$ cat config.mk
export PLATFORM = sky130hd
export DESIGN_NAME = rfid_reply_frame_receiver_flat
export DESIGN_NICKNAME = d
export VERILOG_FILES = /design/src/rtl/rfr_pkg.sv /design/src/rtl/rfr_if.sv /design/src/rtl/rfr_store.sv /design/src/rtl/rfr_core.sv /design/src/rtl/rfid_reply_frame_receiver.sv /design/src/flat_wrapper.sv
export SDC_FILE = /design/constraint.sdc
export NUM_CORES = 1
export LEC_CHECK = 0
export BUFFER_PORTS_ARGS = -buffer_cell sky130_fd_sc_hd__buf_2
export CORE_ASPECT_RATIO = 1.75
export CORE_MARGIN = 2
export CORE_UTILIZATION = 50
export DETAILED_ROUTE_END_ITERATION = 10
export PLACE_DENSITY = 0.66
export SLEW_MARGIN = 20
export SYNTH_ARGS = -nofsm -noshare
export SYNTH_HDL_FRONTEND = slang
export SYNTH_SLANG_ARGS = --single-unit
$ cat constraint.sdc
create_clock -name clk -period 3.3 [get_ports clk]
set_input_delay 0.165 -clock clk [delete_from_list [all_inputs] [get_ports clk]]
set_output_delay 0.165 -clock clk [all_outputs]
set_load 0.005 [all_outputs]
$ cat src/rtl/rfr_pkg.sv
package rfr_pkg;

  localparam int BufDepthDef = 32;

  localparam logic [7:0] START_BYTE    = 8'h7F;
  localparam logic [7:0] CODE_PRESENCE = 8'h90;
  localparam logic [7:0] CODE_BLOCK    = 8'h91;
  localparam logic [7:0] STATUS_GOOD   = 8'h00;

  // Fixed positions in the payload store.
  localparam int PosCode   = 1;
  localparam int PosStatus = 2;
  localparam int BlockBase = 9;

  // Configuration port.
  localparam int CFG_AW = 1;
  localparam logic [CFG_AW-1:0] REG_CHECK_LEN = '0;

  typedef enum logic [1:0] {
    ACT_RX     = 2'd0,
    ACT_STATUS = 2'd1,
    ACT_READ   = 2'd2,
    ACT_NONE   = 2'd3
  } action_t;

  typedef enum logic [1:0] {
    ST_NONE    = 2'd0,
    ST_PRESENT = 2'd1,
    ST_DATA    = 2'd2,
    ST_LED     = 2'd3
  } status_t;

  typedef struct packed {
    logic       en;
    logic [7:0] data;
  } store_wr_t;

endpackage

$ cat src/rtl/rfr_if.sv
interface rfr_in_if;
  logic       valid;
  logic       ready;
  logic [1:0] action;
  logic [7:0] rx_byte;
  logic [1:0] flag_value;
  logic [3:0] block_index;

  modport source (output valid, action, rx_byte, flag_value, block_index, input ready);
  modport sink   (input valid, action, rx_byte, flag_value, block_index, output ready);
endinterface

interface rfr_out_if;
  logic       valid;
  logic       ready;
  logic [1:0] card_status;
  logic       frame_done;
  logic       frame_ok;
  logic [7:0] read_data;

  modport source (output valid, card_status, frame_done, frame_ok, read_data, input ready);
  modport sink   (input valid, card_status, frame_done, frame_ok, read_data, output ready);
endinterface

$ cat src/rtl/rfr_store.sv
module rfr_store
  import rfr_pkg::*;
#(
  parameter int BUF_DEPTH = BufDepthDef,
  localparam int AW = $clog2(BUF_DEPTH)
) (
  input  logic          clk,
  input  logic          rst_n,
  input  store_wr_t     wr,
  input  logic [AW-1:0] wr_addr,
  input  logic          rd_en,
  input  logic [AW-1:0] rd_addr,
  output logic [7:0]    rd_data_r
);

  logic [7:0] mem [BUF_DEPTH];
  logic [BUF_DEPTH-1:0] vld_r;

  always_ff @(posedge clk) begin
    if (wr.en) begin
      mem[wr_addr] <= wr.data;
    end
  end

  // An entry never written since reset reads as zero.
  always_ff @(posedge clk) begin
    if (!rst_n) begin
      vld_r <= '0;
    end else if (wr.en) begin
      vld_r[wr_addr] <= 1'b1;
    end
  end

  // A write at the same edge as the read is forwarded, so the reading item
  // sees the byte stored by the item just ahead of it.
  always_ff @(posedge clk) begin
    if (rd_en) begin
      if (wr.en && (wr_addr == rd_addr)) begin
        rd_data_r <= wr.data;
      end else if (vld_r[rd_addr]) begin
        rd_data_r <= mem[rd_addr];
      end else begin
        rd_data_r <= 8'h00;
      end
    end
  end

endmodule

$ cat src/rtl/rfr_core.sv
module rfr_core
  import rfr_pkg::*;
#(
  parameter int BUF_DEPTH = BufDepthDef,
  localparam int AW = $clog2(BUF_DEPTH),
  localparam int IW = $clog2(BUF_DEPTH + 1)
) (
  input  logic          clk,
  input  logic          rst_n,
  input  logic          step,
  input  action_t       action,
  input  logic [7:0]    rx_byte,
  input  logic [1:0]    flag_value,
  input  logic [7:0]    blk_data,
  input  logic          check_len,
  output store_wr_t     wr,
  output logic [AW-1:0] wr_addr,
  output logic [1:0]    card_status,
  output logic          frame_done,
  output logic          frame_ok,
  output logic [7:0]    read_data
);

  logic          in_frame_r, in_frame_nxt;
  logic [6:0]    left_r, left_nxt;
  logic [IW-1:0] idx_r, idx_nxt;
  logic [7:0]    xor_r, xor_nxt;
  logic          ovf_r, ovf_nxt;
  status_t       status_r, status_nxt;
  logic [7:0]    code_r, code_nxt;
  logic [7:0]    st_r, st_nxt;
  logic          ok;

  always_comb begin
    in_frame_nxt = in_frame_r;
    left_nxt     = left_r;
    idx_nxt      = idx_r;
    xor_nxt      = xor_r;
    ovf_nxt      = ovf_r;
    status_nxt   = status_r;
    code_nxt     = code_r;
    st_nxt       = st_r;
    wr.en        = 1'b0;
    wr.data      = rx_byte;
    frame_done   = 1'b0;
    ok           = 1'b0;
    read_data    = 8'h00;
    case (action)
      ACT_RX: begin
        if (!in_frame_r) begin
          if (rx_byte == START_BYTE) begin
            in_frame_nxt = 1'b1;
            left_nxt     = '0;
            idx_nxt      = '0;
            xor_nxt      = '0;
            ovf_nxt      = 1'b0;
          end
        end else if (left_r == 7'd0) begin
          // Length byte; out-of-range values leave the length still awaited.
          if (rx_byte < START_BYTE) begin
            left_nxt = rx_byte[6:0];
            xor_nxt  = check_len ? rx_byte : 8'h00;
          end
        end else if (left_r > 7'd1) begin
          left_nxt = left_r - 7'd1;
          xor_nxt  = xor_r ^ rx_byte;
          if (idx_r < IW'(BUF_DEPTH)) begin
            // The store is written only when the item really moves on.
            wr.en   = step;
            idx_nxt = idx_r + IW'(1);
            if (idx_r == IW'(PosCode)) begin
              code_nxt = rx_byte;
            end
            if (idx_r == IW'(PosStatus)) begin
              st_nxt = rx_byte;
            end
          end else begin
            ovf_nxt = 1'b1;
          end
        end else begin
          frame_done   = 1'b1;
          ok           = !ovf_r && (xor_r == rx_byte);
          in_frame_nxt = 1'b0;
          left_nxt     = '0;
          idx_nxt      = '0;
          if (ok) begin
            if (code_r == CODE_PRESENCE) begin
              if (status_r != ST_LED) begin
                status_nxt = (st_r == STATUS_GOOD) ? ST_PRESENT : ST_NONE;
              end
            end else if (code_r == CODE_BLOCK) begin
              status_nxt = (st_r == STATUS_GOOD) ? ST_DATA : ST_NONE;
            end else if (status_r != ST_LED) begin
              status_nxt = ST_NONE;
            end
          end
        end
      end
      ACT_STATUS: begin
        status_nxt = status_t'(flag_value);
      end
      ACT_READ: begin
        read_data = blk_data;
      end
      default: begin
      end
    endcase
  end

  assign wr_addr     = idx_r[AW-1:0];
  assign card_status = status_nxt;
  assign frame_ok    = ok;

  always_ff @(posedge clk) begin
    if (!rst_n) begin
      in_frame_r <= 1'b0;
      left_r     <= '0;
      idx_r      <= '0;
      xor_r      <= '0;
      ovf_r      <= 1'b0;
      status_r   <= ST_NONE;
      code_r     <= '0;
      st_r       <= '0;
    end else if (step) begin
      in_frame_r <= in_frame_nxt;
      left_r     <= left_nxt;
      idx_r      <= idx_nxt;
      xor_r      <= xor_nxt;
      ovf_r      <= ovf_nxt;
      status_r   <= status_nxt;
      code_r     <= code_nxt;
      st_r       <= st_nxt;
    end
  end

endmodule

$ cat src/rtl/rfid_reply_frame_receiver.sv
// Reply frame receiver: assembles reader reply frames and keeps the card status.
// Items pass the input register, then the result register once that is empty
// or its item is taken. Throughput: one item per cycle while results are taken,
// as both registers then move; the block store read is issued on acceptance.
// Reset (rst_n low at a clock edge) clears the frame state, the status, the
// store's valid bits, the register and both pipeline valid flags.
module rfid_reply_frame_receiver
  import rfr_pkg::*;
#(
  parameter int BUF_DEPTH = BufDepthDef,
  localparam int AW = $clog2(BUF_DEPTH)
) (
  input  logic              clk,
  input  logic              rst_n,
  rfr_in_if.sink            in_ch,
  rfr_out_if.source         out_ch,
  input  logic              cfg_psel,
  input  logic              cfg_penable,
  input  logic              cfg_pwrite,
  input  logic [CFG_AW-1:0] cfg_paddr,
  input  logic [31:0]       cfg_pwdata,
  output logic [31:0]       cfg_prdata,
  output logic              cfg_pready
);

  logic       check_len_r;
  logic       s1_valid_r;
  action_t    s1_action_r;
  logic [7:0] s1_rx_r;
  logic [1:0] s1_flag_r;
  logic       out_valid_r;
  logic [1:0] out_status_r;
  logic       out_done_r;
  logic       out_ok_r;
  logic [7:0] out_rd_r;

  logic          in_fire;
  logic          s1_adv;
  store_wr_t     wr;
  logic [AW-1:0] wr_addr;
  logic [AW-1:0] rd_addr;
  logic [7:0]    blk_data;
  logic [1:0]    res_status;
  logic          res_done;
  logic          res_ok;
  logic [7:0]    res_rd;

  // Configuration register.
  assign cfg_pready = 1'b1;
  assign cfg_prdata = (cfg_paddr == REG_CHECK_LEN) ? {31'b0, check_len_r} : 32'b0;

  always_ff @(posedge clk) begin
    if (!rst_n) begin
      check_len_r <= 1'b0;
    end else if (cfg_psel && cfg_penable && cfg_pwrite && (cfg_paddr == REG_CHECK_LEN)) begin
      check_len_r <= cfg_pwdata[0];
    end
  end

  assign s1_adv      = s1_valid_r && (!out_valid_r || out_ch.ready);
  assign in_ch.ready = !s1_valid_r || !out_valid_r || out_ch.ready;
  assign in_fire     = in_ch.valid && in_ch.ready;
  assign rd_addr     = AW'(BlockBase) + AW'(in_ch.block_index);

  always_ff @(posedge clk) begin
    if (!rst_n) begin
      s1_valid_r <= 1'b0;
    end else if (in_fire) begin
      s1_valid_r <= 1'b1;
    end else if (s1_adv) begin
      s1_valid_r <= 1'b0;
    end
  end

  always_ff @(posedge clk) begin
    if (in_fire) begin
      s1_action_r <= action_t'(in_ch.action);
      s1_rx_r     <= in_ch.rx_byte;
      s1_flag_r   <= in_ch.flag_value;
    end
  end

  rfr_store #(
    .BUF_DEPTH (BUF_DEPTH)
  ) u_store (
    .clk       (clk),
    .rst_n     (rst_n),
    .wr        (wr),
    .wr_addr   (wr_addr),
    .rd_en     (in_fire),
    .rd_addr   (rd_addr),
    .rd_data_r (blk_data)
  );

  rfr_core #(
    .BUF_DEPTH (BUF_DEPTH)
  ) u_core (
    .clk         (clk),
    .rst_n       (rst_n),
    .step        (s1_adv),
    .action      (s1_action_r),
    .rx_byte     (s1_rx_r),
    .flag_value  (s1_flag_r),
    .blk_data    (blk_data),
    .check_len   (check_len_r),
    .wr          (wr),
    .wr_addr     (wr_addr),
    .card_status (res_status),
    .frame_done  (res_done),
    .frame_ok    (res_ok),
    .read_data   (res_rd)
  );

  always_ff @(posedge clk) begin
    if (!rst_n) begin
      out_valid_r <= 1'b0;
    end else if (s1_adv) begin
      out_valid_r <= 1'b1;
    end else if (out_ch.ready) begin
      out_valid_r <= 1'b0;
    end
  end

  always_ff @(posedge clk) begin
    if (s1_adv) begin
      out_status_r <= res_status;
      out_done_r   <= res_done;
      out_ok_r     <= res_ok;
      out_rd_r     <= res_rd;
    end
  end

  assign out_ch.valid       = out_valid_r;
  assign out_ch.card_status = out_status_r;
  assign out_ch.frame_done  = out_done_r;
  assign out_ch.frame_ok    = out_ok_r;
  assign out_ch.read_data   = out_rd_r;

endmodule

$ cat src/flat_wrapper.sv
// flat-port wrapper written by rule: the top's interface ports become plain ports
module rfid_reply_frame_receiver_flat import rfr_pkg::*;
#(
  parameter int BUF_DEPTH = BufDepthDef,
  localparam int AW = $clog2(BUF_DEPTH)
)
  (clk, rst_n, cfg_psel, cfg_penable, cfg_pwrite, cfg_paddr, cfg_pwdata, cfg_prdata, cfg_pready, in_ch_valid, in_ch_action, in_ch_rx_byte, in_ch_flag_value, in_ch_block_index, in_ch_ready, out_ch_valid, out_ch_card_status, out_ch_frame_done, out_ch_frame_ok, out_ch_read_data, out_ch_ready);
  rfr_in_if in_ch_i ();
  rfr_out_if out_ch_i ();
  input  logic clk;
  input  logic rst_n;
  input  logic cfg_psel;
  input  logic cfg_penable;
  input  logic cfg_pwrite;
  input  logic [CFG_AW-1:0] cfg_paddr;
  input  logic [31:0] cfg_pwdata;
  output logic [31:0] cfg_prdata;
  output logic cfg_pready;
  input wire logic [$bits(in_ch_i.valid)-1:0] in_ch_valid;
  input wire logic [$bits(in_ch_i.action)-1:0] in_ch_action;
  input wire logic [$bits(in_ch_i.rx_byte)-1:0] in_ch_rx_byte;
  input wire logic [$bits(in_ch_i.flag_value)-1:0] in_ch_flag_value;
  input wire logic [$bits(in_ch_i.block_index)-1:0] in_ch_block_index;
  output wire logic [$bits(in_ch_i.ready)-1:0] in_ch_ready;
  output wire logic [$bits(out_ch_i.valid)-1:0] out_ch_valid;
  output wire logic [$bits(out_ch_i.card_status)-1:0] out_ch_card_status;
  output wire logic [$bits(out_ch_i.frame_done)-1:0] out_ch_frame_done;
  output wire logic [$bits(out_ch_i.frame_ok)-1:0] out_ch_frame_ok;
  output wire logic [$bits(out_ch_i.read_data)-1:0] out_ch_read_data;
  input wire logic [$bits(out_ch_i.ready)-1:0] out_ch_ready;
  assign in_ch_i.valid = in_ch_valid;
  assign in_ch_i.action = in_ch_action;
  assign in_ch_i.rx_byte = in_ch_rx_byte;
  assign in_ch_i.flag_value = in_ch_flag_value;
  assign in_ch_i.block_index = in_ch_block_index;
  assign in_ch_ready = in_ch_i.ready;
  assign out_ch_valid = out_ch_i.valid;
  assign out_ch_card_status = out_ch_i.card_status;
  assign out_ch_frame_done = out_ch_i.frame_done;
  assign out_ch_frame_ok = out_ch_i.frame_ok;
  assign out_ch_read_data = out_ch_i.read_data;
  assign out_ch_i.ready = out_ch_ready;
  rfid_reply_frame_receiver #(.BUF_DEPTH(BUF_DEPTH)) u_core (.clk(clk), .rst_n(rst_n), .in_ch(in_ch_i), .out_ch(out_ch_i), .cfg_psel(cfg_psel), .cfg_penable(cfg_penable), .cfg_pwrite(cfg_pwrite), .cfg_paddr(cfg_paddr), .cfg_pwdata(cfg_pwdata), .cfg_prdata(cfg_prdata), .cfg_pready(cfg_pready));
endmodule
==> results of run 1 <==
-- cell usage after synthesis, drive strengths merged, types with 20 or more instances --
cell type	instances	area [µm²]
buf	59	385.4
nor2	47	176.4
o21ai	25	125.1
nor2b	26	162.7
nand2	85	319.1
o21a	36	270.3
mux2i	20	200.2
nand3	45	225.2
clkbuf	23	90.08
mux4	64	1441
edfxtp	256	7687
dfxtp	74	1481
-- per-layer routing --
metal	up-vias	track usage, %
li1	3715	-
met1	4112	24.73
met2	243	40.58
met3	91	2.754
met4	0	10.95
met5	-	0
-- worst max-delay path: stages, from the launching register on --
cell and delay, ns:
sky130_fd_sc_hd__dfxtp_1 0.43, sky130_fd_sc_hd__inv_1 0.11, sky130_fd_sc_hd__ha_1 0.18, sky130_fd_sc_hd__o21bai_1 0.21, sky130_fd_sc_hd__o211a_1 0.30, sky130_fd_sc_hd__nor4_4 0.42
sky130_fd_sc_hd__nand2_1 0.36, sky130_fd_sc_hd__nor2_1 0.26, sky130_fd_sc_hd__buf_4 0.22
-- cell usage in the layout, fill, tap and decap left out, types with 26 or more instances in the layout --
master	instances
sky130_fd_sc_hd__dfxtp_1	74
sky130_fd_sc_hd__edfxtp_1	256
sky130_fd_sc_hd__buf_2	38
sky130_fd_sc_hd__conb_1	32
sky130_fd_sc_hd__nor2b_1	26
sky130_fd_sc_hd__nand2_1	85
sky130_fd_sc_hd__buf_4	61
sky130_fd_sc_hd__o21a_1	36
sky130_fd_sc_hd__mux4_2	64
sky130_fd_sc_hd__nor2_1	47
sky130_fd_sc_hd__nand3_1	45
sky130_fd_sc_hd__clkbuf_16	29
-- kinds of logic after synthesis --
group	count (synthesis)
fa+ha+maj	8
other cells	2
xor+xnor	18
buf+inv	93
mux	86
flops	330
compound gates	127
simple gates	281
-- where the power goes --
| part | internal, W | total (W) | switching, W |
|---|---|---|---|
| clock network | 0.00204 | 0.00350 | 0.00146 |
| registers | 0.00450 | 0.00453 | 0.0000243 |
| logic | 0.000207 | 0.000524 | 0.000317 |
| total | 0.00676 | 0.00855 | 0.00180 |
-- through the flow --
step | setup slack, ns | cells | util, % | hold WS [ns]
2_1_floorplan | 0.8292 | 975 | - | 0.2639
3_3_place_gp | 0.5037 | 1365 | 53.08 | 0.3414
3_5_place_dp | 0.4872 | 1365 | 53.08 | 0.3436
4_1_cts | 0.5159 | 1435 | 57.25 | 0.1782
5_1_grt | 0.2784 | 1435 | 57.25 | 0.2348
6_report | 0.4987 | 1435 | 57.25 | 0.2108
-- final cells by class --
class,instances,share of cell area [%]
well taps,373,2.936
repair buffers,116,5.148
clock buffers,41,5.163
inverters,11,0.2597
multi-input cells,552,27.78
flip-flops and latches,330,57.68
clock inverters,12,1.039
-- state kept, by name, indices dropped and copies added (netlist names), 6 cells and up --
register,count
u_core.u_store.rd_data_r,8
u_core.s1_rx_r,8
u_core.u_core.xor_r,8
u_core.u_store.mem,224
u_core.u_core.code_r,8
u_core.u_core.left_r,7
u_core.out_ch.read_data,8
u_core.u_store.vld_r,30
u_core.u_core.st_r,8
u_core.u_core.idx_r,6
-- worst paths after layout --
kind                            depth (start not counted)                   endpoint  slack, ns
worst max-delay path                                    8  u_core.u_store.mem[27][0]       0.50
worst min-delay path                                    2        u_core.out_ch.valid       0.21
worst max register to register                          8  u_core.u_store.mem[27][0]       0.50
worst min register to register                          1    u_core.u_store.vld_r[4]       0.46
==> run summary, run 1 <==
The startpoint identified for the worst hold timing path is rst_n. During placement, the flow inserted port buffers numbering 39. Summed over all nets, wire length on met3 after detailed routing comes to 1.234 mm. The tools report the count of endpoints failing hold in the final timing report as 0. Global routing finished with a remaining overflow of 0.

Flip-flop cell with the highest count after synthesis: sky130_fd_sc_hd__edfxtp_1. The share of flip-flops with an asynchronous set or reset is 0%, and the mean post-synth cell area is 14.80 µm². The tools report the startpoint class of the critical path as a flop. In this run the top signal layer used is met4.

Area fraction in and, or, nand and nor cells after synthesis: 10.18%. At the end of routability-driven placement, the weighted congestion stood at 0.9756. The path type of the worst min-delay path was in2reg. The tree is rooted in a sky130_fd_sc_hd__clkbuf_16. The logs give 0.008553 W for the power consumption and 0 ns for the final-layout setup total negative slack. Global routing consumed, over all layers together, 22.05% of the routing resources.

Setup violations remaining at the end of the flow were counted as 0. For the area after detailed placement, the log shows 0.01474 mm². The tools report the number of global-route vias before repair as 8,216. The clock reaches the later pin of the worst-skew pair after 0.55 ns.

In this run the cell area of the synthesized design comes to 0.01399 mm². The die is 225.2 µm tall. The core region is 0.02777 mm². The first global-routing pass estimated 47.68 mm of wire. The initial cell density of the core came out at 50.36%.

Between clock sinks in the finished design, the worst skew comes to 0.01588 ns. The worst path uses 84.89% of the clock period. For the number of antenna diodes, the log shows 0. Of all nets on the critical path, the largest fanout is 8. In this run the power density over the cells is 538.1 mW/mm². Post-CTS repair changed the size of 0 cells.

The logs give 29 for the number of buffers added by the clock tree synthesis step and 0 for the number of setup buffers added after CTS. Of the post-synthesis cell area, the part taken by muxes is 11.90%. For this run, the post-layout net count is 1,104.

The synthesized design contains 256 enable-type register cells. Measured along the x axis, the die boundary spans 130.4 µm. The tool flagged a number of max-cap violations equal to 0. Yosys printed 0 warnings.

Summing all multi-input logic gate instances after layout gives 0.004415 mm². Clock tree synthesis found a total of 330 sinks. Timing would allow up to 357.0 MHz. The worst supply voltage drop on vdd was 0.0004545 V; the minimum clock period after layout was 2.801 ns. The run gives 0 as the initial antenna violation count. The floorplan step defined a die boundary enclosing 0.02938 mm². The synthesized design contains 330 register bits. The number of DRC markers in iteration 0 came out at 566. The launching point of the worst reg2reg path is u_core.u_core.left_r[1]. The post-synthesis compound-gate area fraction is 6.638%, and the clock transition time at the flip-flop clock pins of the worst setup and hold paths is 0.07 ns. The number of vias per cell was 5.687.

Relative to the synthesized area, the layout overhead comes to 13.66%. The routed wire length per instance is 21.94 µm, and the total routed wire length on the met1 layer is 11.44 mm. Synthesis produced a netlist whose cell count is 945.

STA classifies the critical path endpoint as a flop. The tools report the routed wire length on met2 as 17.20 mm. The worst setup path is of the reg2reg kind. The via total after detailed routing was 8,161; the transition time at the pin with the least slew margin was 1.006 ns. In this run the core area contains 81 standard-cell rows. The dominant combinational cell family by area after synthesis was multiplexers. The standby leakage power was 5.501 nW; the count of nets left with antenna violations after detail routing was 0. Pin placement for this block handled 103 I/O pins. The worst setup path startpoint was u_core.u_core.left_r[1].

The arrival time of the worst setup path was 3.05 ns; the summed area of non-filler cells in the final layout was 0.01590 mm². The synthesized netlist devotes 1.261% of its cell area to XOR and XNOR gates. The flow ran to the end, and the final reports show no timing, DRC or antenna violations. The relative slew slack is 32.92%, and the fill cell instance count of the final layout is 2,182. The tools report the count of TritonRoute iterations in the first routing pass as 5. Counting along the longest clock path gives a buffer depth of 3. The HPWL after detailed placement is 21.36 mm. Setup repair after global routing left no endpoint under its margin. Of the synthesized area, sequential elements account for 65.56%. The maximum level of the CTS H-tree was 1; the fraction of layout instances using a drive strength above 1 was 21.37%. Across the whole layout, storage elements account for 0.009169 mm². The logs give 3.55 ns for the worst path required time and 0 for the count of pins over their slew limit.

TritonCTS built the clock tree. The synthesized netlist devotes 0.7157% of its cell area to adder and majority cells. After detailed routing, the number of remaining DRC violations is 0.

Entering global routing, the biggest net connects 43 pins. Hold repair after CTS inserted 17 buffers. For this block, the routed nets add up to 31.48 mm of wire. The netlist uses 65 different library cells.
(Power assumes the default switching activity.)
==> inputs of run 2 (changes only) <==
Settings changed: ABC_AREA set to 1.
Clock period 3.3 ns to 2.6 ns, I/O delays scaled along.
==> run summary, run 2 <==
The run gives 2,632 (was 2,182) as the fill cell instance count of the final layout. Count of endpoints failing hold in the final timing report: 0 (unchanged). The tools report the area inside the core boundary as 0.03120 mm² (was 0.02777 mm²). The power consumption came out at 0.01207 W (was 0.008553 W). The mean post-synth cell area was 10.26 µm² (was 14.80 µm²); the number of max-cap violations was 0 (unchanged).

The area used by multi-input combinational logic came out at 0.004616 mm² (was 0.004415 mm²). The count of TritonRoute iterations in the first routing pass is 5 (unchanged), and the ratio of final minimum period to clock period is 92.99% (was 84.89%). The relative slew slack came out at 51.60% (was 32.92%).

For the total wire length after detailed routing, the log shows 37.85 mm (was 31.48 mm). Die width: 138.1 µm (was 130.4 µm). The logs give 64.62% (was 65.56%) for the share of synthesized area occupied by flip-flops and latches and 86 (was 81) for the cell row count. The routed wire length on met2 was 20.58 mm (was 17.20 mm); the flip-flop count of the largest register after layout was 256 (was 224). The logs give 52.6% (was 52.9%) for the share of total power in sequential cells and 0.04172 ns (was 0.2108 ns) for the worst hold slack. The via total after detailed routing was 10,910 (was 8,161); the count of flip-flops with a built-in enable after synthesis was 288 (was 256).

The share of flip-flops with an asynchronous set or reset is 0% (unchanged), and the arrival time of the worst setup path is 2.66 ns (was 3.05 ns). The minimum clock period after layout came out at 2.418 ns (was 2.801 ns). The combinational share of power came out at 7.8% (was 6.1%). Registers with the highest flip-flop counts: u_core.u_store.mem x256, u_core.u_store.vld_r x32 (was u_core.u_store.mem x224, u_core.u_store.vld_r x30). Leading cell type in the layout, fill and taps excluded: sky130_fd_sc_hd__edfxtp_1 (unchanged). TritonCTS built the clock tree.

The most frequently used cell type in the post-synthesis netlist is sky130_fd_sc_hd__edfxtp_1 (unchanged). The maximum level of the CTS H-tree came out at 1 (unchanged). The area share of the largest cell type after synthesis is 54.95% (was 54.97%).

The switching share of total power is 22.94% (was 21.02%). The run gives 0 (unchanged) as the initial antenna violation count. The number of nets in the finished design is 1,650 (was 1,104), and the routed wire length per instance is 18.87 µm (was 21.94 µm). For the largest clock skew in the final design, the log shows 0.02002 ns (was 0.01588 ns). Commonest cells in the synthesized netlist: 288 x sky130_fd_sc_hd__edfxtp_1, 281 x sky130_fd_sc_hd__nor2_1, 209 x sky130_fd_sc_hd__nand2_1 (was 256 x sky130_fd_sc_hd__edfxtp_1, 85 x sky130_fd_sc_hd__nand2_1, 74 x sky130_fd_sc_hd__dfxtp_1). The library cell occupying the most area in the post-synthesis netlist is sky130_fd_sc_hd__edfxtp_1 (unchanged).

The area growth from synthesis to layout was 11.39% (was 13.66%); the chip height was 238.7 µm (was 225.2 µm). The synthesis-stage register bit count was 364 (was 330); the final setup violation count was 0 (unchanged). The tools report the startpoint class of the critical path as a flop (unchanged). Path type of the worst min-delay path: in2reg (unchanged).

The number of cells on the worst reg-to-reg path was 7 (was 8); the count of nets left with antenna violations after detail routing was 0 (unchanged). The sink count of the clock tree came out at 364 (was 330). Most frequent cells in the layout: 288 x sky130_fd_sc_hd__edfxtp_1, 280 x sky130_fd_sc_hd__nor2_1, 209 x sky130_fd_sc_hd__nand2_1 (was 256 x sky130_fd_sc_hd__edfxtp_1, 85 x sky130_fd_sc_hd__nand2_1, 74 x sky130_fd_sc_hd__dfxtp_1).

The count of pins over their slew limit is 0 (unchanged). The global placer's final weighted congestion is 0.9563 (was 0.9756), and the count of mapped cells out of synthesis is 1,534 (was 945). The fraction of layout instances using a drive strength above 1 was 10.25% (was 21.37%); the number of vias per cell was 5.439 (was 5.687).

The all-layer global routing usage came out at 22.89% (was 22.05%). The number of antenna diodes was 0 (unchanged). Setup repair after global routing left no endpoint under its margin. The transition time at the pin with the least slew margin is 0.7260 ns (was 1.006 ns), and the number of remaining DRC errors is 0 (unchanged). The maximum number of pins on one net before global-route repair is 92 (was 43), and the number of setup buffers added after CTS is 0 (unchanged). The number of input and output port buffers inserted is 39 (unchanged). The flip-flop cell with the highest count after synthesis was sky130_fd_sc_hd__edfxtp_1 (unchanged). For the clock network fraction of total power, the log shows 39.6% (was 40.9%). The run finished with clean final reports. The maximum fanout along the worst path works out to 8 (unchanged). For the total routed wire length on the met1 layer, the log shows 13.72 mm (was 11.44 mm). For the number of global-route vias before repair, the log shows 10,820 (was 8,216). The worst path required time was 2.84 ns (was 3.55 ns). The power per standard cell area was 688.3 mW/mm² (was 538.1 mW/mm²); the clock transition time at the flip-flop clock pins of the worst setup and hold paths was 0.07 ns (about the same).

The logs give 413.6 MHz (was 357.0 MHz) for the top achievable clock speed and 0.01017 mm² (was 0.009169 mm²) for the area taken by flip-flops and latches. The largest register by flop count is u_core.u_store.mem (unchanged). Highest signal layer in the routed design: met4 (unchanged).

The internal power consumption came out at 0.009299 W (was 0.006755 W). Number of DRC markers in iteration 0: 979 (was 566). The detailed-routed wire length on met3 was 1.564 mm (was 1.234 mm); the overall die area was 0.03297 mm² (was 0.02938 mm²). The run gives 0.58 ns (was 0.55 ns) as the clock latency on the worst-skew pair.

The tools report the area of the mapped netlist as 0.01574 mm² (was 0.01399 mm²). The number of cells traversed by the worst hold path is 4 (was 2), and the number of buffers added by the clock tree synthesis step is 31 (was 29). For the worst supply voltage drop on vdd, the log shows 0.0005857 V (was 0.0004545 V).

The run gives 0 (unchanged) as the total global routing overflow. Half-perimeter wire length after placement: 24.66 mm (was 21.36 mm). The tools report the standby leakage power as 6.654 nW (was 5.501 nW). The cell at the root of the clock tree was sky130_fd_sc_hd__clkbuf_16 (unchanged).

The logs give 50.44% (was 50.36%) for the initial cell density of the core and 58.72 mm (was 47.68 mm) for the wire length of the first global-routing pass. Critical setup path kind: reg2reg (unchanged). The final-layout setup total negative slack came out at 0 ns (unchanged). The tools report the total net switching power as 0.002768 W (was 0.001798 W). The run gives 0 (unchanged) as the warning count from the yosys run.

The endpoint class of the critical path is a flop (unchanged). Biggest area contributors in the synthesized netlist: sky130_fd_sc_hd__edfxtp_1 55%, sky130_fd_sc_hd__dfxtp_1 9.7%, sky130_fd_sc_hd__nor2_1 6.7% (was sky130_fd_sc_hd__edfxtp_1 55%, sky130_fd_sc_hd__dfxtp_1 11%, sky130_fd_sc_hd__mux4_2 10%). The number of distinct library cells after synthesis was 40 (was 65). The number of top-level pins was 103 (unchanged); the number of buffers between clock root and the deepest sink was 3 (unchanged).
[run 2: changes by cell type after synthesis, moves of 14 or more]
cell and change:
sky130_fd_sc_hd__mux4_2 -64, sky130_fd_sc_hd__nor2_1 +234, sky130_fd_sc_hd__inv_1 +115, sky130_fd_sc_hd__o211ai_1 +70, sky130_fd_sc_hd__mux2i_1 -20, sky130_fd_sc_hd__a21oi_1 +45, sky130_fd_sc_hd__nand3_1 +30, sky130_fd_sc_hd__edfxtp_1 +32
sky130_fd_sc_hd__nand2_1 +124, sky130_fd_sc_hd__o21ai_0 +135, sky130_fd_sc_hd__nor2b_1 -26, sky130_fd_sc_hd__o21a_1 -34, sky130_fd_sc_hd__buf_2 +14
[run 2: worst paths after layout]
kind,from,end,slack [ns]
hold reg to reg,u_core.u_store.vld_r[30],u_core.u_store.vld_r[30],0.46
hold / removal,rst_n,u_core.u_core.xor_r[2],0.04
setup / recovery,u_core.s1_action_r[0],u_core.u_store.mem[20][5],0.18
setup reg to reg,u_core.s1_action_r[0],u_core.u_store.mem[20][5],0.18
[run 2: logic make-up after synthesis]
logic type | count (synthesis) | synth area share, %
XOR/XNOR | 9 | 0.5008
adder cells (fa/ha/maj) | 8 | 0.6360
other | 2 | 0.04772
AO/OA/AOI/OAI | 310 | 11.33
buffers and inverters | 240 | 6.916
flip-flops | 364 | 64.62
AND/OR/NAND/NOR | 601 | 15.96
[run 2: cell type report]
class                           count  area share, %
Clock buffer                       36          4.760
Clock inverter                     21          1.228
Inverter                          137          2.997
Multi-Input combinational cell    960          26.33
Sequential cell                   364          58.01
Tap cell                          396          2.826
Timing Repair Buffer               92          3.854
[run 2: worst max-delay path, cell delays in order (launching register included)]
cell,delay [ns]
sky130_fd_sc_hd__edfxtp_1,0.42
sky130_fd_sc_hd__nor2_1,0.20
sky130_fd_sc_hd__inv_1,0.13
sky130_fd_sc_hd__nor2_2,0.26
sky130_fd_sc_hd__nand3_4,0.23
sky130_fd_sc_hd__nor2_4,0.34
sky130_fd_sc_hd__nand2_1,0.18
sky130_fd_sc_hd__inv_1,0.33
[run 2: per-layer routing]
layer  vias up  track usage, %
met5         -               0
met4         0           11.97
met3       103           2.204
met2       356           44.00
met1      5182           24.66
li1       5269               -
[run 2: timing repair]
item | in CTS | in global routing
gates resized for setup | 0 | 0
hold buffers | 17 | 0
endpoints found under the hold margin | 15 | 0
[run 2: power by group through the flow]
stage               logic (W)  clock network, W  registers (W)
finish               0.000943           0.00478        0.00634
global route          0.00104           0.00502        0.00634
CTS                  0.000946           0.00483        0.00634
detailed placement   0.000921                 0        0.00647
global placement     0.000904                 0        0.00647
floorplan            0.000573                 0        0.00650
[run 2: through the flow]
| stage | instance area (µm²) | util, % | worst slack, ns | cells |
|---|---|---|---|---|
| detailed placement | 16310 | 52.27 | 0.1730 | 1932 |
| floorplan | 15850 | - | 0.5415 | 1564 |
| global placement | 16310 | 52.27 | 0.2029 | 1932 |
| finish | 17530 | 56.18 | 0.1823 | 2006 |
| global route | 17530 | 56.18 | 0.04114 | 2006 |
| CTS | 17530 | 56.18 | 0.1750 | 2006 |
==> inputs of run 3 (changes only) <==
Settings changed: ABC_AREA 1 to not set, BUFFER_PORTS_ARGS -buffer_cell sky130_fd_sc_hd__buf_2 to not set, DONT_BUFFER_PORTS set to 1, PLACE_DENSITY 0.66 to 0.63.
==> run summary, run 3 (synthesis results as in run 1) <==
The startpoint of the worst hold path was in_ch_block_index[2] (was rst_n). The logs give 5 (unchanged) for the count of TritonRoute iterations in the first routing pass and 48.09 mm (was 58.72 mm) for the wire length of the first global-routing pass. The total global routing overflow came out at 0 (unchanged). Number of antenna diodes: 0 (unchanged). The count of nets left with antenna violations after detail routing was 0 (unchanged). TritonCTS built the clock tree. Chain of cells forming the critical path: inv_1, ha_1, o211a_1, nor4_4, buf_4, nand2_1, buf_4, nor2_1, buf_4 (was nor2_1, inv_1, nor2_2, nand3_4, nor2_4, nand2_1, inv_1). The run gives 50.36% (was 50.44%) as the initial cell density of the core. The capture instance of the worst register-to-register path was u_core.u_store.mem[22][3] (was u_core.u_store.mem[20][5]). The run finished with clean final reports. The ratio of final minimum period to clock period was 93.70% (was 92.99%).

The tools report the clock network fraction of total power as 42.6% (was 39.6%). The number of remaining DRC errors is 0 (unchanged), and the number of top-level pins is 103 (unchanged). The standby leakage power was 5.515 nW (was 6.654 nW); the area inside the core boundary was 0.02777 mm² (was 0.03120 mm²).

The fraction of layout instances using a drive strength above 1 came out at 20.42% (was 10.25%). Most repeated library cell on the critical path: sky130_fd_sc_hd__buf_4 (was sky130_fd_sc_hd__inv_1). Registers with the highest flip-flop counts: u_core.u_store.mem x224, u_core.u_store.vld_r x30 (was u_core.u_store.mem x256, u_core.u_store.vld_r x32).

The tools report the final setup violation count as 0 (unchanged). The run gives 3 (unchanged) as the number of buffers between clock root and the deepest sink. For the global placer's final weighted congestion, the log shows 0.8754 (was 0.9563). The cell family with the largest share of critical-path delay was buffers and inverters (was simple AND/OR/NAND/NOR gates).

The worst supply voltage drop on vdd was 0.0004869 V (was 0.0005857 V); the maximum number of pins on one net before global-route repair was 77 (was 92). For the overall die area, the log shows 0.02938 mm² (was 0.03297 mm²). The number of cells traversed by the worst hold path works out to 4 (unchanged). The half-perimeter wire length after placement came out at 21.40 mm (was 24.66 mm). The tools report the terminating pin of the worst hold path as u_core.u_store.rd_data_r[1] (was u_core.u_core.xor_r[2]). Internal power consumption: 0.008844 W (was 0.009299 W).

Slowest cell on the critical path: sky130_fd_sc_hd__dfxtp_1 (was sky130_fd_sc_hd__edfxtp_1). The logs give 0 (unchanged) for the post-cts repair resize count and 0.002252 W (was 0.002768 W) for the total net switching power. The fill cell instance count of the final layout is 2,222 (was 2,632), and the number of setup buffers added after CTS is 0 (unchanged). The peak per-stage delay on the critical path was 0.45 ns (was 0.42 ns); the chip height was 225.2 µm (was 238.7 µm). The clock latency on the worst-skew pair was 0.56 ns (was 0.58 ns); the number of cells on the worst reg-to-reg path was 9 (was 7).

The endpoint class of the critical path was a flop (unchanged). Most frequent cells in the layout: 256 x sky130_fd_sc_hd__edfxtp_1, 85 x sky130_fd_sc_hd__nand2_1, 83 x sky130_fd_sc_hd__buf_4 (was 288 x sky130_fd_sc_hd__edfxtp_1, 280 x sky130_fd_sc_hd__nor2_1, 209 x sky130_fd_sc_hd__nand2_1). Count of endpoints failing hold in the final timing report: 0 (unchanged). The final-layout setup total negative slack was 0 ns (unchanged). The run gives 330 (was 364) as the sink count of the clock tree. The tools report the number of buffers added by the clock tree synthesis step as 28 (was 31).

The maximum fanout along the worst path came out at 9 (was 8). Via total after detailed routing: 8,130 (was 10,910). The path type of the worst min-delay path is in2reg (unchanged). The critical setup path kind is reg2reg (unchanged).

The transition time at the pin with the least slew margin came out at 0.9980 ns (was 0.7260 ns). Count of buffering cells on the critical path with inverters included: 4 (was 2). Number of nets in the finished design: 1,090 (was 1,650). Number of vias per cell: 5.721 (was 5.439). The worst path required time came out at 2.85 ns (was 2.84 ns). Flip-flop count of the largest register after layout: 224 (was 256). The cell row count came out at 81 (was 86).

The post-route non-filler standard cell count came out at 1,421 (was 2,006). The tools report the launching point of the worst reg2reg path as u_core.u_core.left_r[0] (was u_core.s1_action_r[0]). The maximum level of the CTS H-tree was 1 (unchanged); the worst hold slack was 0.1513 ns (was 0.04172 ns). The number of input and output port buffers inserted came out at 0 (was 39).

The relative slew slack is 33.47% (was 51.60%). The run gives 0 (unchanged) as the number of max-cap violations. The routed wire length per instance was 22.35 µm (was 18.87 µm); the arrival time of the worst setup path was 2.69 ns (was 2.66 ns). Setup repair after global routing left no endpoint under its margin. The number of DRC markers in iteration 0 was 562 (was 979). The initial antenna violation count was 0 (unchanged); the share of total power in sequential cells was 51.8% (was 52.6%). The setup slack of the worst register-to-register path is 0.16 ns (was 0.18 ns). Cell at the root of the clock tree: sky130_fd_sc_hd__clkbuf_16 (unchanged).

Clock transition time at the flip-flop clock pins of the worst setup and hold paths: 0.07 ns (about the same). The switching share of total power came out at 20.30% (was 22.94%). Leading cell type in the layout, fill and taps excluded: sky130_fd_sc_hd__edfxtp_1 (unchanged). The tools report the number of global-route vias before repair as 8,348 (was 10,820).

The die width works out to 130.4 µm (was 138.1 µm). The tools report the all-layer global routing usage as 22.11% (was 22.89%). The run gives 5.6% (was 7.8%) as the combinational share of power. For the count of pins over their slew limit, the log shows 0 (unchanged). The startpoint class of the critical path was a flop (unchanged). The minimum clock period after layout is 2.436 ns (was 2.418 ns), and the number of cells after detailed placement is 1,351 (was 1,932). The largest register by flop count is u_core.u_store.mem (unchanged). The area growth from synthesis to layout was 14.48% (was 11.39%). The logic depth of the worst setup path including buffers is 9 (was 7), and the top achievable clock speed is 410.5 MHz (was 413.6 MHz). The total wire length after detailed routing is 31.77 mm (was 37.85 mm).

The power per standard cell area came out at 693.0 mW/mm² (was 688.3 mW/mm²). The largest clock skew in the final design was 0.01816 ns (was 0.02002 ns).
[run 3: repair_timing]
item                       4_1_cts  5_1_grt
hold endpoints to repair        86        0
hold buffers                    18        0
setup endpoints to repair        0        0
[run 3: final cells by class]
class	instances	area (µm²)	area share, %
repair buffers	103	860.8	5.377
flip-flops and latches	330	9169	57.27
well taps	373	466.7	2.915
inverters	11	41.29	0.2579
clock buffers	35	758.2	4.736
multi-input cells	552	4423	27.63
clock inverters	17	291.5	1.821
[run 3: how the worst max path moves through the flow]
| stage | from | endpoint |
|---|---|---|
| 2_1_floorplan | u_core.u_core.left_r[1] | u_core.u_store.mem[28][0] |
| 3_3_place_gp | u_core.u_core.left_r[0] | u_core.u_store.mem[20][2] |
| 3_5_place_dp | u_core.u_core.left_r[0] | u_core.u_store.mem[22][2] |
| 4_1_cts | u_core.u_core.left_r[0] | u_core.u_store.mem[22][1] |
| 5_1_grt | u_core.u_core.left_r[0] | u_core.u_store.mem[20][5] |
| 6_report | u_core.u_core.left_r[0] | u_core.u_store.mem[22][3] |
[run 3: metal layers]
layer	GRT usage, %	part of all wire [%]
met4	9.094	3.9
met5	0	0
met3	3.181	4.6
met1	25.51	37
met2	40.57	55
[run 3: worst min-delay path, delay by kind of cell]
family | cells | cell delay (ns)
AND/OR/NAND/NOR | 2 | 0.12
AO/OA/AOI/OAI | 1 | 0.24
buffers and inverters | 1 | 0.10
[run 3: power groups by stage]
stage / sequential [W] / combinational [W] / clock (W)
6_report: 0.00575 / 0.000625 / 0.00472
5_1_grt: 0.00575 / 0.000671 / 0.00501
4_1_cts: 0.00575 / 0.000629 / 0.00482
3_5_place_dp: 0.00587 / 0.000583 / 0
3_3_place_gp: 0.00587 / 0.000577 / 0
2_1_floorplan: 0.00587 / 0.000428 / 0
[run 3: through the flow]
stage	total power, W	worst slack (ns)	util, %	area, µm²
after floorplan	0.006299	0.1292	-	14100
after detailed placement	0.006449	0.2066	53.16	14760
after global placement	0.006443	0.2302	53.16	14760
after CTS	0.01120	0.1658	57.66	16010
after global routing	0.01143	0.007359	57.66	16010
final	0.01110	0.1638	57.66	16010
